===== config.mk =====
export PLATFORM = sky130hd
export DESIGN_NAME = six_bit_text_encoder
export DESIGN_NICKNAME = d
export VERILOG_FILES = /design/src/rtl/s6enc_pkg.sv /design/src/rtl/six_bit_text_encoder.sv /design/src/rtl/s6enc_core.sv /design/src/rtl/s6enc_obuf.sv
export SDC_FILE = /design/constraint.sdc
export NUM_CORES = 1
export LEC_CHECK = 0
export BUFFER_PORTS_ARGS = -buffer_cell sky130_fd_sc_hd__buf_2
export CORE_UTILIZATION = 60
export CTS_BUF_LIST = sky130_fd_sc_hd__clkbuf_4
export DETAILED_ROUTE_END_ITERATION = 8
export PLACE_DENSITY = 0.89
export SKIP_CTS_REPAIR_TIMING = 1
export SYNTH_ARGS = -nofsm -noshare
export SYNTH_HDL_FRONTEND = slang
export SYNTH_HIERARCHICAL = 1
export SYNTH_SLANG_ARGS = --single-unit

===== constraint.sdc =====
create_clock -name clk -period 4.3 [get_ports clk]
set_clock_uncertainty 0.2 [all_clocks]
set_input_delay 0.43 -clock clk [delete_from_list [all_inputs] [get_ports clk]]
set_output_delay 0.43 -clock clk [all_outputs]
set_load 0.02 [all_outputs]

===== src/rtl/s6enc_pkg.sv =====
// ----------------------------------------------------------------------------
// s6enc_pkg
// Shared types and constants for the six-bit text encoder.
// ----------------------------------------------------------------------------
`timescale 1ns / 1ps

package s6enc_pkg;

  localparam int COUNT_WIDTH_DEFAULT = 16;
  localparam int CHAR_COUNT_W = 16;

  localparam logic [6:0] CHAR_OFFSET = 7'h3C;
  localparam logic [5:0] CODE_MASK = 6'h3F;
  localparam logic [15:0] OUTPUT_LIMIT_RESET = 16'hFFFF;

  typedef struct packed {
    logic [7:0] data_byte;
    logic       last_byte;
  } in_t;

  typedef struct packed {
    logic [6:0]              code_char;
    logic                    char_valid;
    logic                    end_of_message;
    logic [CHAR_COUNT_W-1:0] char_count;
  } out_t;

  typedef struct packed {
    logic [1:0] num;
    out_t       first;
    out_t       second;
  } res_t;

endpackage


===== src/rtl/six_bit_text_encoder.sv =====
// ----------------------------------------------------------------------------
// six_bit_text_encoder
// Packs a byte stream into printable six-bit characters (code plus 0x3C).
// ----------------------------------------------------------------------------
// Each request carries one message byte and a last flag; it is registered,
// encoded and written as one or two result requests into a two-slot output
// buffer. The output channel delivers one character per cycle while out_stall
// is low. The buffer takes a byte's results only when empty or as its last
// result is taken, so a byte that yields two (every third byte of a group, or
// a last byte that flushes leftover bits) holds up the next byte. The
// character limit, written through cfg_we and cfg_data, resets to 65535; the
// user must write it only while the encoder is idle; the block does not enforce it.
`timescale 1ns / 1ps

module six_bit_text_encoder
  import s6enc_pkg::*;
#(
  parameter int COUNT_WIDTH = COUNT_WIDTH_DEFAULT
) (
  input  logic        clk,
  input  logic        rst,
  input  logic        cfg_we,
  input  logic [15:0] cfg_data,
  input  logic        in_valid,
  output logic        in_stall,
  input  in_t         in_data,
  output logic        out_valid,
  input  logic        out_stall,
  output out_t        out_data
);

  logic item_valid;
  in_t  item;
  logic space;
  logic advance;
  res_t res;

  assign advance  = item_valid && space;
  assign in_stall = item_valid && !space;

  always_ff @(posedge clk) begin
    if (rst) begin
      item_valid <= 1'b0;
    end else if (!in_stall) begin
      item_valid <= in_valid;
    end
  end

  always_ff @(posedge clk) begin
    if (!in_stall && in_valid) begin
      item <= in_data;
    end
  end

  s6enc_core #(
    .COUNT_WIDTH(COUNT_WIDTH)
  ) u_core (
    .clk      (clk),
    .rst      (rst),
    .cfg_we   (cfg_we),
    .cfg_data (cfg_data),
    .advance  (advance),
    .item     (item),
    .res      (res)
  );

  s6enc_obuf u_obuf (
    .clk       (clk),
    .rst       (rst),
    .push      (advance),
    .res       (res),
    .space     (space),
    .out_valid (out_valid),
    .out_stall (out_stall),
    .out_data  (out_data)
  );

endmodule


===== src/rtl/s6enc_core.sv =====
// ----------------------------------------------------------------------------
// s6enc_core
// Encoder state, limit register and the single-pass encode of one byte.
// ----------------------------------------------------------------------------
`timescale 1ns / 1ps

module s6enc_core
  import s6enc_pkg::*;
#(
  parameter int COUNT_WIDTH = COUNT_WIDTH_DEFAULT
) (
  input  logic        clk,
  input  logic        rst,
  input  logic        cfg_we,
  input  logic [15:0] cfg_data,
  input  logic        advance,
  input  in_t         item,
  output res_t        res
);

  localparam int LW = (COUNT_WIDTH > CHAR_COUNT_W) ? COUNT_WIDTH : CHAR_COUNT_W;

  logic [15:0]            output_limit;
  logic [1:0]             bit_phase, bit_phase_next;
  logic [5:0]             carry_bits, carry_bits_next;
  logic [COUNT_WIDTH-1:0] emitted_count, emitted_count_next;

  logic [LW:0]            count_max, limit_x, lim, cnt_x, cnt1_x;
  logic [COUNT_WIDTH-1:0] cnt1, cnt2;
  logic [5:0]             made, rest;
  logic                   active, room, phase_two, second;
  logic                   last;

  function automatic logic [CHAR_COUNT_W-1:0] to_count(input logic [COUNT_WIDTH-1:0] v);
    logic [LW-1:0] t;
    t = LW'(v);
    return t[CHAR_COUNT_W-1:0];
  endfunction

  function automatic logic [6:0] to_char(input logic [5:0] code);
    return 7'({1'b0, code & CODE_MASK}) + CHAR_OFFSET;
  endfunction

  always_comb begin
    last      = item.last_byte;
    count_max = {{(LW + 1 - COUNT_WIDTH){1'b0}}, {COUNT_WIDTH{1'b1}}};
    limit_x   = (LW + 1)'(output_limit);
    lim       = (limit_x < count_max) ? limit_x : count_max;
    cnt_x     = (LW + 1)'(emitted_count);
    cnt1_x    = cnt_x + (LW + 1)'(1);
    cnt1      = emitted_count + COUNT_WIDTH'(1);
    cnt2      = emitted_count + COUNT_WIDTH'(2);
    active    = cnt_x < lim;
    room      = cnt1_x < lim;
    phase_two = (bit_phase != 2'd0) && (bit_phase != 2'd1);

    case (bit_phase)
      2'd0: begin
        made = carry_bits | item.data_byte[7:2];
        rest = {item.data_byte[1:0], 4'b0000};
      end
      2'd1: begin
        made = carry_bits | {2'b00, item.data_byte[7:4]};
        rest = {item.data_byte[3:0], 2'b00};
      end
      default: begin
        made = carry_bits | {4'b0000, item.data_byte[7:6]};
        rest = item.data_byte[5:0];
      end
    endcase

    second = active && room && (phase_two || last);

    res = '0;
    if (active) begin
      res.num                  = second ? 2'd2 : 2'd1;
      res.first.code_char      = to_char(made);
      res.first.char_valid     = 1'b1;
      res.first.end_of_message = last && !second;
      res.first.char_count     = to_count(cnt1);
      res.second.code_char     = to_char(rest);
      res.second.char_valid    = 1'b1;
      res.second.end_of_message = last;
      res.second.char_count    = to_count(cnt2);
    end else if (last) begin
      res.num                  = 2'd1;
      res.first.end_of_message = 1'b1;
      res.first.char_count     = to_count(emitted_count);
    end

    bit_phase_next     = bit_phase;
    carry_bits_next    = carry_bits;
    emitted_count_next = emitted_count;
    if (last) begin
      bit_phase_next     = 2'd0;
      carry_bits_next    = '0;
      emitted_count_next = '0;
    end else if (active) begin
      if (phase_two) begin
        bit_phase_next     = 2'd0;
        carry_bits_next    = '0;
        emitted_count_next = second ? cnt2 : cnt1;
      end else begin
        bit_phase_next     = bit_phase + 2'd1;
        carry_bits_next    = rest;
        emitted_count_next = cnt1;
      end
    end
  end

  always_ff @(posedge clk) begin
    if (rst) begin
      output_limit  <= OUTPUT_LIMIT_RESET;
      bit_phase     <= 2'd0;
      carry_bits    <= '0;
      emitted_count <= '0;
    end else begin
      if (cfg_we) begin
        output_limit <= cfg_data;
      end
      if (advance) begin
        bit_phase     <= bit_phase_next;
        carry_bits    <= carry_bits_next;
        emitted_count <= emitted_count_next;
      end
    end
  end

endmodule


===== src/rtl/s6enc_obuf.sv =====
// ----------------------------------------------------------------------------
// s6enc_obuf
// Two-slot result buffer; up to two in at once, one out each unstalled cycle.
// ----------------------------------------------------------------------------
`timescale 1ns / 1ps

module s6enc_obuf
  import s6enc_pkg::*;
(
  input  logic clk,
  input  logic rst,
  input  logic push,
  input  res_t res,
  output logic space,
  output logic out_valid,
  input  logic out_stall,
  output out_t out_data
);

  logic [1:0] fill, fill_next;
  out_t       slot0, slot1;
  logic       pop;

  always_comb begin
    pop       = out_valid && !out_stall;
    space     = (fill == 2'd0) || ((fill == 2'd1) && pop);
    fill_next = fill;
    if (push) begin
      fill_next = res.num;
    end else if (pop) begin
      fill_next = fill - 2'd1;
    end
  end

  assign out_valid = fill != 2'd0;
  assign out_data  = slot0;

  always_ff @(posedge clk) begin
    if (rst) begin
      fill <= 2'd0;
    end else begin
      fill <= fill_next;
    end
  end

  always_ff @(posedge clk) begin
    if (push) begin
      slot0 <= res.first;
      slot1 <= res.second;
    end else if (pop) begin
      slot0 <= slot1;
    end
  end

endmodule


==> flow_summary.json, run 1 <==
{
  "vdd_drop_max_mv": 0.2154,
  "io_buffers": 56,
  "grt_max_degree": 52,
  "seq_area_frac_synth_pct": 43.51,
  "die_w_um": 102.4,
  "syn_inst": 622,
  "p_sw_share_pct": 30.93,
  "slew_violations": 0,
  "clock_sinks": 102,
  "io_pins": 57,
  "crit_buf_inv": 0,
  "clkTransAtPathRegs_ns": 0.16,
  "cts_max_path_buffers": 2,
  "cp.required_ns": 4.48,
  "p_per_area_mw_per_mm2": 299.6,
  "cts_tree": "done",
  "antennaDiodeCount": 0,
  "p_leak_nw": 2.738,
  "drc_errors": 0,
  "htreeDepth": 3,
  "cpLargestDelayFamily": "simple AND/OR/NAND/NOR gates",
  "ant_nets": 0,
  "synth-edff-count": 59,
  "nNetsFinal": 752,
  "synth-seq-cells": 102,
  "synth_fp_nets": 684,
  "slowest_stage": "a311oi_4",
  "ys.flop_type": "edfxtp_1",
  "pwr-share-clk_pct": 23.8,
  "arrival_ns": 4.34,
  "crit_path_end_kind": "flop",
  "drtIter0Drc": 609,
  "fin_crit_ns": 4.159,
  "start_util_pct": 61.90,
  "avgSynthCellArea_um2": 9.728,
  "row_count": 36,
  "final_util_pct": 70.17,
  "wl_per_cell_um": 18.50,
  "max_freq_mhz": 240.5,
  "fp.coreArea_mm2": 0.009774,
  "die_area_mm2": 0.01049,
  "yosysTopAreaCell": "edfxtp_1",
  "combPwrFrac_pct": 19.8,
  "grt_pass1_wl_um": 23930,
  "cts_inserted_buffers": 9,
  "area_growth_pct": 13.36,
  "grt_pass1_vias": 4886,
  "slew_headroom_pct": 45.47,
  "cts-root-buf": "clkbuf_4",
  "critPathMaxStageDelay_ns": 0.52,
  "grt_overflow": 0,
  "seqPwrFrac_pct": 56.5,
  "internal_power_w": 0.001420,
  "min_path_type": "in2reg",
  "dp.final_hpwl_um": 10030,
  "period_share_pct": 96.71,
  "status": "finished clean",
  "gp_congestion": 0.9465,
  "yosysWarnings": 6,
  "synth_cell_type_count": 68,
  "routed_wl_um": 15320,
  "worstSetupStartpointType": "flop",
  "cp_max_fo": 10,
  "cap_violations": 0,
  "rsz0062_at_grt": "false",
  "drive_gt1_share_pct": 21.01,
  "setup_viol": 0,
  "num-fill-cells": 727,
  "synth.cell_area_mm2": 0.006051,
  "vias": 5177,
  "antenna_found_initial": 0,
  "yosys-top-cells-area": "edfxtp_1 29%, dfxtp_1 14%, ha_1 6.6%",
  "dr.pass1.iters": 6,
  "async_flop_share_pct": 0,
  "die_h_um": 102.4,
  "worst_pin_slew_ns": 0.8162,
  "path_cells": "ha_1, nand3_1, nor4_2, and3_1, nand4_1, xnor2_1, ha_1, nand4_1, nor3_1, o211ai_1, o211a_2, a311oi_4, o21ai_1, o31ai_1",
  "tns_ns": 0,
  "clock_latency_ns": 0.46,
  "viasPerCell": 6.252,
  "report.final.hold_viol_count": 0,
  "synth_top_area_share_pct": 29.28,
  "switching_power_w": 0.0006356,
  "grt_usage_pct": 29.79,
  "crit_type": "reg2reg"
}
registers in the layout, summed over array words and instances, names as in the netlist, 2 cells and up:
name                  cells
u_obuf/slot1             25
u_obuf/out_data          25
u_core/output_limit      16
u_core/bit_phase          2
u_core/emitted_count     16
item                      9
u_core/carry_bits         6
u_obuf/fill               2
stage by stage:
stage / hold WS [ns] / total power (W) / std cells / worst slack, ns / instance area, um2
after global placement: 0.2459 / 0.001547 / 786 / 0.1004 / 6440
final: 0.004977 / 0.002055 / 828 / 0.1414 / 6859
after global routing: -0.003465 / 0.002150 / 828 / 0.02373 / 6859
after detailed placement: 0.2578 / 0.001562 / 786 / 0.06899 / 6440
after floorplan: 0.2306 / 0.001444 / 622 / 0.3414 / 6051
after CTS: -0.09227 / 0.002043 / 802 / 0.01588 / 6574
cell families (layout without fill, tap and decap cells):
kind of cell / Yosys count / count (layout) / share of synthesized area (%)
AND/OR/NAND/NOR: 186 / 186 / 15.10
adder cells (fa/ha/maj): 32 / 32 / 6.617
XOR/XNOR: 30 / 30 / 4.467
flip-flops: 102 / 102 / 43.51
multiplexers: 40 / 40 / 7.196
buffers and inverters: 80 / 153 / 5.501
AO/OA/AOI/OAI: 152 / 152 / 17.62
layer usage:
layer	track usage (%)	wire length (um)	up-vias
met1	37.96	6211	2413
met3	6.019	1221	64
met4	12.31	517	0
met5	0	0	-
li1	-	-	2410
met2	49.33	7366	290
layout make-up:
class | instances | area, um2 | share of cell area (%)
multi-input combinational | 440 | 3115 | 45.42
sequential | 102 | 2638 | 38.45
timing repair buffer | 99 | 663.1 | 9.668
tap | 133 | 166.4 | 2.426
inverter | 38 | 142.6 | 2.080
clock buffer | 9 | 67.56 | 0.9850
clock inverter | 7 | 66.31 | 0.9668
final timing paths:
| kind | from | end | slack (ns) | cells past startpoint |
|---|---|---|---|---|
| worst min-delay path | cfg_data[1] | u_core/output_limit[1]$_SDFFE_PP1P_ | 0.005 | 3 |
| worst max-delay path | u_core/emitted_count[1]$_SDFFE_PP0P_ | u_core/emitted_count[5]$_SDFFE_PP0P_ | 0.14 | 14 |
| worst min register to register | u_core/carry_bits[4]$_SDFFE_PP0P_ | u_core/carry_bits[4]$_SDFFE_PP0P_ | 0.28 | 2 |
| worst max register to register | u_core/emitted_count[1]$_SDFFE_PP0P_ | u_core/emitted_count[5]$_SDFFE_PP0P_ | 0.14 | 14 |
worst min-delay path, cell delays in order:
cell and delay (ns):
buf_2 0.08, nand2_1 0.05, o211ai_1 0.07
power groups by stage:
stage / Sequential (W) / Clock (W) / Combinational [W]
after CTS: 0.00116 / 0.000499 / 0.000384
after global routing: 0.00117 / 0.000538 / 0.000442
after global placement: 0.00118 / 0 / 0.000368
final: 0.00116 / 0.000488 / 0.000407
after floorplan: 0.00122 / 0 / 0.000219
after detailed placement: 0.00118 / 0 / 0.000380
cell usage after synthesis, types with 3 or more instances:
master	instances
mux2i_1	12
nand2_1	58
nand4_1	9
and3_1	9
nor3_1	6
edfxtp_1	59
mux2_2	28
a21oi_1	27
nand2b_1	6
a211oi_1	6
a31oi_1	11
xor2_1	3
o21ai_0	17
o31ai_1	12
o21ai_1	9
nor2b_1	6
buf_4	4
o22ai_1	11
buf_2	14
dfxtp_1	43
nand3_1	17
a21o_1	8
inv_1	36
or3_1	3
buf_1	5
ha_1	32
clkbuf_1	19
xnor2_1	26
nor2_1	50
o211ai_1	21
and2_1	8
cells in the final DEF (no fill, tap or decap), types with 3 or more instances in the layout:
cell type       n
dfxtp_1        41
edfxtp_1       59
o21ai_0        17
o21ai_1         8
nor3_1          6
inv_6           3
nor2b_1         6
nand2_1        58
xnor2_1        26
nand2b_1        6
xor2_1          3
buf_4          19
a211oi_1        6
or3_1           3
nand3_1        17
inv_1          36
ha_1           32
and3_1          9
dlygate4sd3_1  24
a31oi_1        11
nor2_1         50
o31ai_1        12
mux2i_1        12
nand4_1         9
clkbuf_4        9
buf_2          56
and2_1          7
o22ai_1        11
mux2_2         28
o211ai_1       21
a21o_1          8
a21oi_1        27
Note: power is estimated with default switching activity, not from simulation.
==> run 2, diff against run 1 <==
--- a/config.mk
+++ b/config.mk
@@ -5,11 +5,12 @@
 export SDC_FILE = /design/constraint.sdc
 export NUM_CORES = 1
 export LEC_CHECK = 0
-export BUFFER_PORTS_ARGS = -buffer_cell sky130_fd_sc_hd__buf_2
 export CORE_UTILIZATION = 60
 export CTS_BUF_LIST = sky130_fd_sc_hd__clkbuf_4
+export CTS_CLUSTER_DIAMETER = 60
 export DETAILED_ROUTE_END_ITERATION = 8
-export PLACE_DENSITY = 0.89
+export DONT_BUFFER_PORTS = 1
+export PLACE_DENSITY = 0.84
 export SKIP_CTS_REPAIR_TIMING = 1
 export SYNTH_ARGS = -nofsm -noshare
 export SYNTH_HDL_FRONTEND = slang
==> run 2 against run 1 <==
  * Die area did not move
  * Global-route usage fell by 1.1 points
  * Routed wire length fell by 3.4%
  * Utilization fell by 1.9 points
  * Clock power fell by 4.3%
  * Maximum frequency rose by 2.6%
  * Clock-buffer cell count did not move
  * Register-to-register slack improved by 0.10 ns
  * Via count fell by 4.5%
  * Total power fell by 3.3%
  * Worst hold slack improved by 0.020 ns
  * Critical path depth rose by 3
  * Largest cell class unchanged
  * Highest routed layer unchanged
==> flow_summary.json, run 2 (synthesized netlist as in run 1, its figures left out) <==
{
  "arrival_ns": 4.19,
  "cp.required_ns": 4.44,
  "final_cell_mix": "59 x edfxtp_1, 58 x nand2_1, 50 x nor2_1, 40 x dfxtp_1, 36 x inv_1",
  "cts_inserted_buffers": 9,
  "row_count": 36,
  "area_growth_pct": 10.36,
  "worst_pin_slew_ns": 1.027,
  "hold_slack_ns": 0.02473,
  "r2r_start": "u_core/emitted_count[1]$_SDFFE_PP0P_",
  "die_w_um": 102.4,
  "power_w": 0.001988,
  "grt_usage_pct": 28.65,
  "grt_pass1_wl_um": 22720,
  "cts_tree": "done",
  "grt_overflow": 0,
  "critPathMaxStageDelay_ns": 0.45,
  "cts-root-buf": "clkbuf_4",
  "htreeDepth": 3,
  "grt_max_degree": 52,
  "min-delay-start": "rst",
  "r2r-end": "u_core/emitted_count[1]$_SDFFE_PP0P_",
  "clock_latency_ns": 0.48,
  "tns_ns": 0,
  "worstSetupStartpointType": "flop",
  "path_cells": "ha_1, nand3_1, nor4_4, buf_4, nand2_1, xor2_2, inv_1, ha_1, nand3_1, nor2_1, o41ai_2, buf_4, o211ai_2, buf_4, o31ai_1, a211o_1, a31oi_1",
  "cts_max_path_buffers": 2,
  "grt_pass1_vias": 4610,
  "dp.final_hpwl_um": 9923,
  "r2r_slack_ns": 0.25,
  "fin_ws_ns": 0.2462,
  "vias": 4942,
  "drc_errors": 0,
  "min_path_type": "in2reg",
  "viasPerCell": 6.312,
  "design_area_mm2": 0.006678,
  "preCtsSetupSlack_ns": 0.1384,
  "final_common_cell": "edfxtp_1",
  "crit_type": "reg2reg",
  "io_pins": 57,
  "gp_congestion": 0.9489,
  "vdd_drop_max_mv": 0.2028,
  "slowest_stage": "dfxtp_2",
  "routed_wl_um": 14800,
  "p_leak_nw": 2.591,
  "slew_headroom_pct": 31.31,
  "io_buffers": 0,
  "cp_max_fo": 10,
  "dr.pass1.iters": 6,
  "worstRegToRegCells": 17,
  "nNetsFinal": 707,
  "period_share_pct": 94.27,
  "wl_per_cell_um": 18.90,
  "start_util_pct": 61.90,
  "clock_sinks": 102,
  "die_area_mm2": 0.01049,
  "fin_crit_ns": 4.054,
  "fp.coreArea_mm2": 0.009774,
  "max_freq_mhz": 246.7,
  "report.final.hold_viol_count": 0,
  "cp_common_cell": "buf_4",
  "drive_gt1_share_pct": 15.08,
  "clkTransAtPathRegs_ns": 0.17,
  "hold_end": "u_core/carry_bits[1]$_SDFFE_PP0P_",
  "ant_nets": 0,
  "place_area_mm2": 0.006197,
  "antenna_found_initial": 0,
  "status": "finished clean",
  "hold_depth": 2,
  "die_h_um": 102.4,
  "cap_violations": 0,
  "drtIter0Drc": 380,
  "crit_path_end_kind": "flop",
  "p_per_area_mw_per_mm2": 297.8,
  "slew_violations": 0,
  "antennaDiodeCount": 0,
  "setup_viol": 0
}
==> run 2: cell count changes in the layout (fill, tap and decap cells not counted), sizes merged <==
cell	delta
clkinv	+1
inv	-1
dlygate4sd3	+6
buf	-51
==> run 2: where the power goes <==
group	leakage (nW)	switching (W)	total, W	internal [W]
Combinational	1.62	0.000184	0.000308	0.000125
Clock	0.0686	0.000341	0.000467	0.000126
Sequential	0.902	0.0000777	0.00121	0.00113
Total	2.59	0.000603	0.00199	0.00139
==> run 2: worst max path at each step <==
stage,slack [ns],from,to
6_report,0.25,u_core/emitted_count[1]$_SDFFE_PP0P_,u_core/emitted_count[1]$_SDFFE_PP0P_
5_1_grt,-0.008,u_core/emitted_count[1]$_SDFFE_PP0P_,u_core/emitted_count[6]$_SDFFE_PP0P_
4_1_cts,0.09,u_core/emitted_count[1]$_SDFFE_PP0P_,u_core/emitted_count[9]$_SDFFE_PP0P_
3_5_place_dp,0.14,u_core/emitted_count[1]$_SDFFE_PP0P_,u_core/emitted_count[13]$_SDFFE_PP0P_
3_3_place_gp,0.18,u_core/emitted_count[1]$_SDFFE_PP0P_,u_core/emitted_count[13]$_SDFFE_PP0P_
2_1_floorplan,0.34,u_core/emitted_count[1]$_SDFFE_PP0P_,u_core/emitted_count[12]$_SDFFE_PP0P_
==> run 2: area by class of cell <==
cell class,count,area (um2)
tap,133,166.4
clock inverter,7,55.05
multi-input combinational,440,3129
sequential,102,2636
fill,745,3097
inverter,38,142.6
clock buffer,9,67.56
timing repair buffer,54,480.5
==> run 2: stage by stage <==
step | cells | util (%)
after global routing | 783 | 68.32
after CTS | 751 | 64.66
final | 783 | 68.32
after detailed placement | 735 | 63.40
after floorplan | 622 | -
after global placement | 735 | 63.40
==> run 2: critical path: cells and delay by family (launching register included) <==
family / cells / cell delay, ns
AOI/OAI and AO/OA: 5 / 1.05
xor gates and xnor gates: 1 / 0.20
adders and majority gates: 2 / 0.48
buffers and inverters: 4 / 0.69
DFF: 1 / 0.45
and+or+nand+nor: 5 / 0.86
==> run 2: per-layer routing <==
layer,vias up,part of all wire [%],global-route usage [%]
met5,-,0,0
met4,0,3.8,13.74
met3,57,7.0,4.583
met2,224,47,45.38
met1,2343,42,38.22
li1,2318,-,-
==> run 3, diff against run 2 <==
--- a/config.mk
+++ b/config.mk
@@ -5,6 +5,7 @@
 export SDC_FILE = /design/constraint.sdc
 export NUM_CORES = 1
 export LEC_CHECK = 0
+export ABC_AREA = 1
 export CORE_UTILIZATION = 60
 export CTS_BUF_LIST = sky130_fd_sc_hd__clkbuf_4
 export CTS_CLUSTER_DIAMETER = 60
==> run 3 against run 2 <==
  * Worst hold slack lost 0.0063 ns
  * Sequential power grew 17%
  * Area after synthesis grew 0.19%
  * Sequential share of layout area grew 1.3 points
  * Largest cell class unchanged
==> flow_summary.json, run 3 <==
{
  "status": "finished clean",
  "worst_pin_slew_ns": 0.9052,
  "cts_inserted_buffers": 9,
  "synth-edff-count": 59,
  "synth-seq-cells": 102,
  "p_per_area_mw_per_mm2": 386.9,
  "clock_sinks": 102,
  "multi_input_area_mm2": 0.002865,
  "avgSynthCellArea_um2": 8.259,
  "seq_area_frac_synth_pct": 43.43,
  "min_path_type": "in2reg",
  "synth_fp_nets": 796,
  "path_cells": "ha_1, nand2_1, nor3_1, nand3_1, xor2_1, clkinv_1, ha_1, a21oi_1, nor2_1, nor3_2, nand2_4, a21oi_4, inv_2, nor2_1, nand2_1, nand2_1, inv_1, nand2_1, o21ai_1, nor2_1, nor2_1",
  "setup_viol": 0,
  "synth_cell_type_count": 46,
  "viasPerCell": 5.763,
  "htreeDepth": 3,
  "routed_wl_um": 15340,
  "row_count": 36,
  "die_w_um": 102.5,
  "ant_nets": 0,
  "clock_latency_ns": 0.46,
  "yosys-top-cells-area": "edfxtp_1 29%, dfxtp_1 14%, nand2_1 12%",
  "nNetsFinal": 809,
  "die_area_mm2": 0.01051,
  "final_common_cell": "nand2_1",
  "drtIter0Drc": 376,
  "antennaDiodeCount": 0,
  "antenna_found_initial": 0,
  "drc_errors": 0,
  "syn_inst": 734,
  "area_growth_pct": 6.522,
  "cts-root-buf": "clkbuf_4",
  "grt_overflow": 0,
  "cp_max_fo": 9,
  "fp.coreArea_mm2": 0.009774,
  "cts_tree": "done",
  "grt_usage_pct": 29.59,
  "clkTransAtPathRegs_ns": 0.16,
  "synth_top_area_share_pct": 29.23,
  "critPathMaxStageDelay_ns": 0.61,
  "grt_pass1_vias": 4555,
  "dp.final_hpwl_um": 11160,
  "max_freq_mhz": 257.5,
  "drive_gt1_share_pct": 9.973,
  "async_flop_share_pct": 0,
  "die_h_um": 102.5,
  "wl_per_cell_um": 17.33,
  "final_cell_mix": "189 x nand2_1, 78 x inv_1, 59 x edfxtp_1, 55 x a21oi_1, 48 x nor2_1",
  "hold_slack_ns": 0.01838,
  "cp.required_ns": 4.47,
  "synth.most_common_cell": "nand2_1",
  "yosysTopAreaCell": "edfxtp_1",
  "cts_max_path_buffers": 2,
  "crit_type": "reg2reg",
  "seq_area_mm2": 0.002633,
  "tns_ns": 0,
  "rsz0062_at_grt": "false",
  "crit_path_end_kind": "flop",
  "report.final.hold_viol_count": 0,
  "slew_violations": 0,
  "cap_violations": 0,
  "grt_pass1_wl_um": 23310,
  "num-fill-cells": 829,
  "synth.cell_area_mm2": 0.006062,
  "ys.flop_type": "edfxtp_1",
  "slew_headroom_pct": 39.45,
  "p_leak_nw": 2.906,
  "worstSetupStartpointType": "flop",
  "gp_congestion": 0.9967,
  "fin_crit_ns": 3.883,
  "dr.pass1.iters": 5,
  "io_buffers": 0,
  "arrival_ns": 4.05,
  "grt_max_degree": 48,
  "vias": 5100,
  "slowest_stage": "dfxtp_1",
  "yosysWarnings": 6,
  "synth.cells.most_frequent": "189 x nand2_1, 79 x inv_1, 59 x edfxtp_1",
  "io_pins": 57,
  "period_share_pct": 90.31,
  "vdd_drop_max_mv": 0.2005,
  "start_util_pct": 62.02
}
==> run 3: stage by stage <==
step	cells	util, %	power (W)	area, um2	worst slack, ns
after floorplan	734	-	0.001905	6062	1.143
after global placement	841	61.90	0.002007	6051	0.6113
after detailed placement	841	61.90	0.002038	6051	0.4863
after CTS	857	63.10	0.002464	6167	0.4655
after global routing	885	66.07	0.002641	6457	0.04742
final	885	66.07	0.002498	6457	0.4167
==> run 3: final timing paths <==
| check | from | endpoint | slack, ns | cells past startpoint |
|---|---|---|---|---|
| max | u_core/emitted_count[0]$_SDFFE_PP0P_ | u_obuf/fill[0]$_SDFFE_PP0P_ | 0.42 | 21 |
| min | rst | item_valid$_SDFFE_PP0N_ | 0.02 | 2 |
| max reg2reg | u_core/emitted_count[0]$_SDFFE_PP0P_ | u_obuf/fill[0]$_SDFFE_PP0P_ | 0.42 | 21 |
| min reg2reg | u_core/carry_bits[0]$_SDFFE_PP0P_ | u_core/carry_bits[0]$_SDFFE_PP0P_ | 0.27 | 2 |
==> run 3: logic make-up (layout without fill, tap and decap cells) <==
family | after synthesis | count (layout) | synth area share, %
AOI/OAI and AO/OA | 123 | 123 | 11.68
DFF | 102 | 102 | 43.43
xor gates and xnor gates | 26 | 26 | 3.756
and+or+nand+nor | 327 | 327 | 25.22
adders and majority gates | 32 | 32 | 6.605
buffers and inverters | 124 | 142 | 9.309
==> run 3: final cells by class <==
class,count,area share (%)
clock buffers,9,1.046
multi-input cells,508,44.37
well taps,133,2.577
repair buffers,31,4.844
clock inverters,7,0.7557
flip-flops and latches,102,40.77
inverters,95,5.638
==> run 3: layer usage <==
metal	vias to the layer above	routed length [um]	track usage, %	share of wire, %
li1	2462	-	-	-
met1	2388	7135	43.82	47
met2	229	6777	43.95	44
met3	21	1185	4.610	7.7
met4	0	240	9.780	1.6
met5	-	0	0	0
==> run 3: worst max-delay path: cells and delay by family (launching register included) <==
kind | cells | cell delay (ns)
AOI/OAI and AO/OA | 3 | 0.48
buffers and inverters | 3 | 0.25
and+or+nand+nor | 12 | 1.45
adders and majority gates | 2 | 0.57
xor gates and xnor gates | 1 | 0.25
DFF | 1 | 0.61
==> run 3: power by group <==
part	switching, W	total [W]	leakage, nW	internal [W]
clock	0.000317	0.000439	0.0681	0.000122
combinational	0.000444	0.000640	1.93	0.000196
sequential	0.000177	0.00142	0.905	0.00124
total	0.000938	0.00250	2.91	0.00156
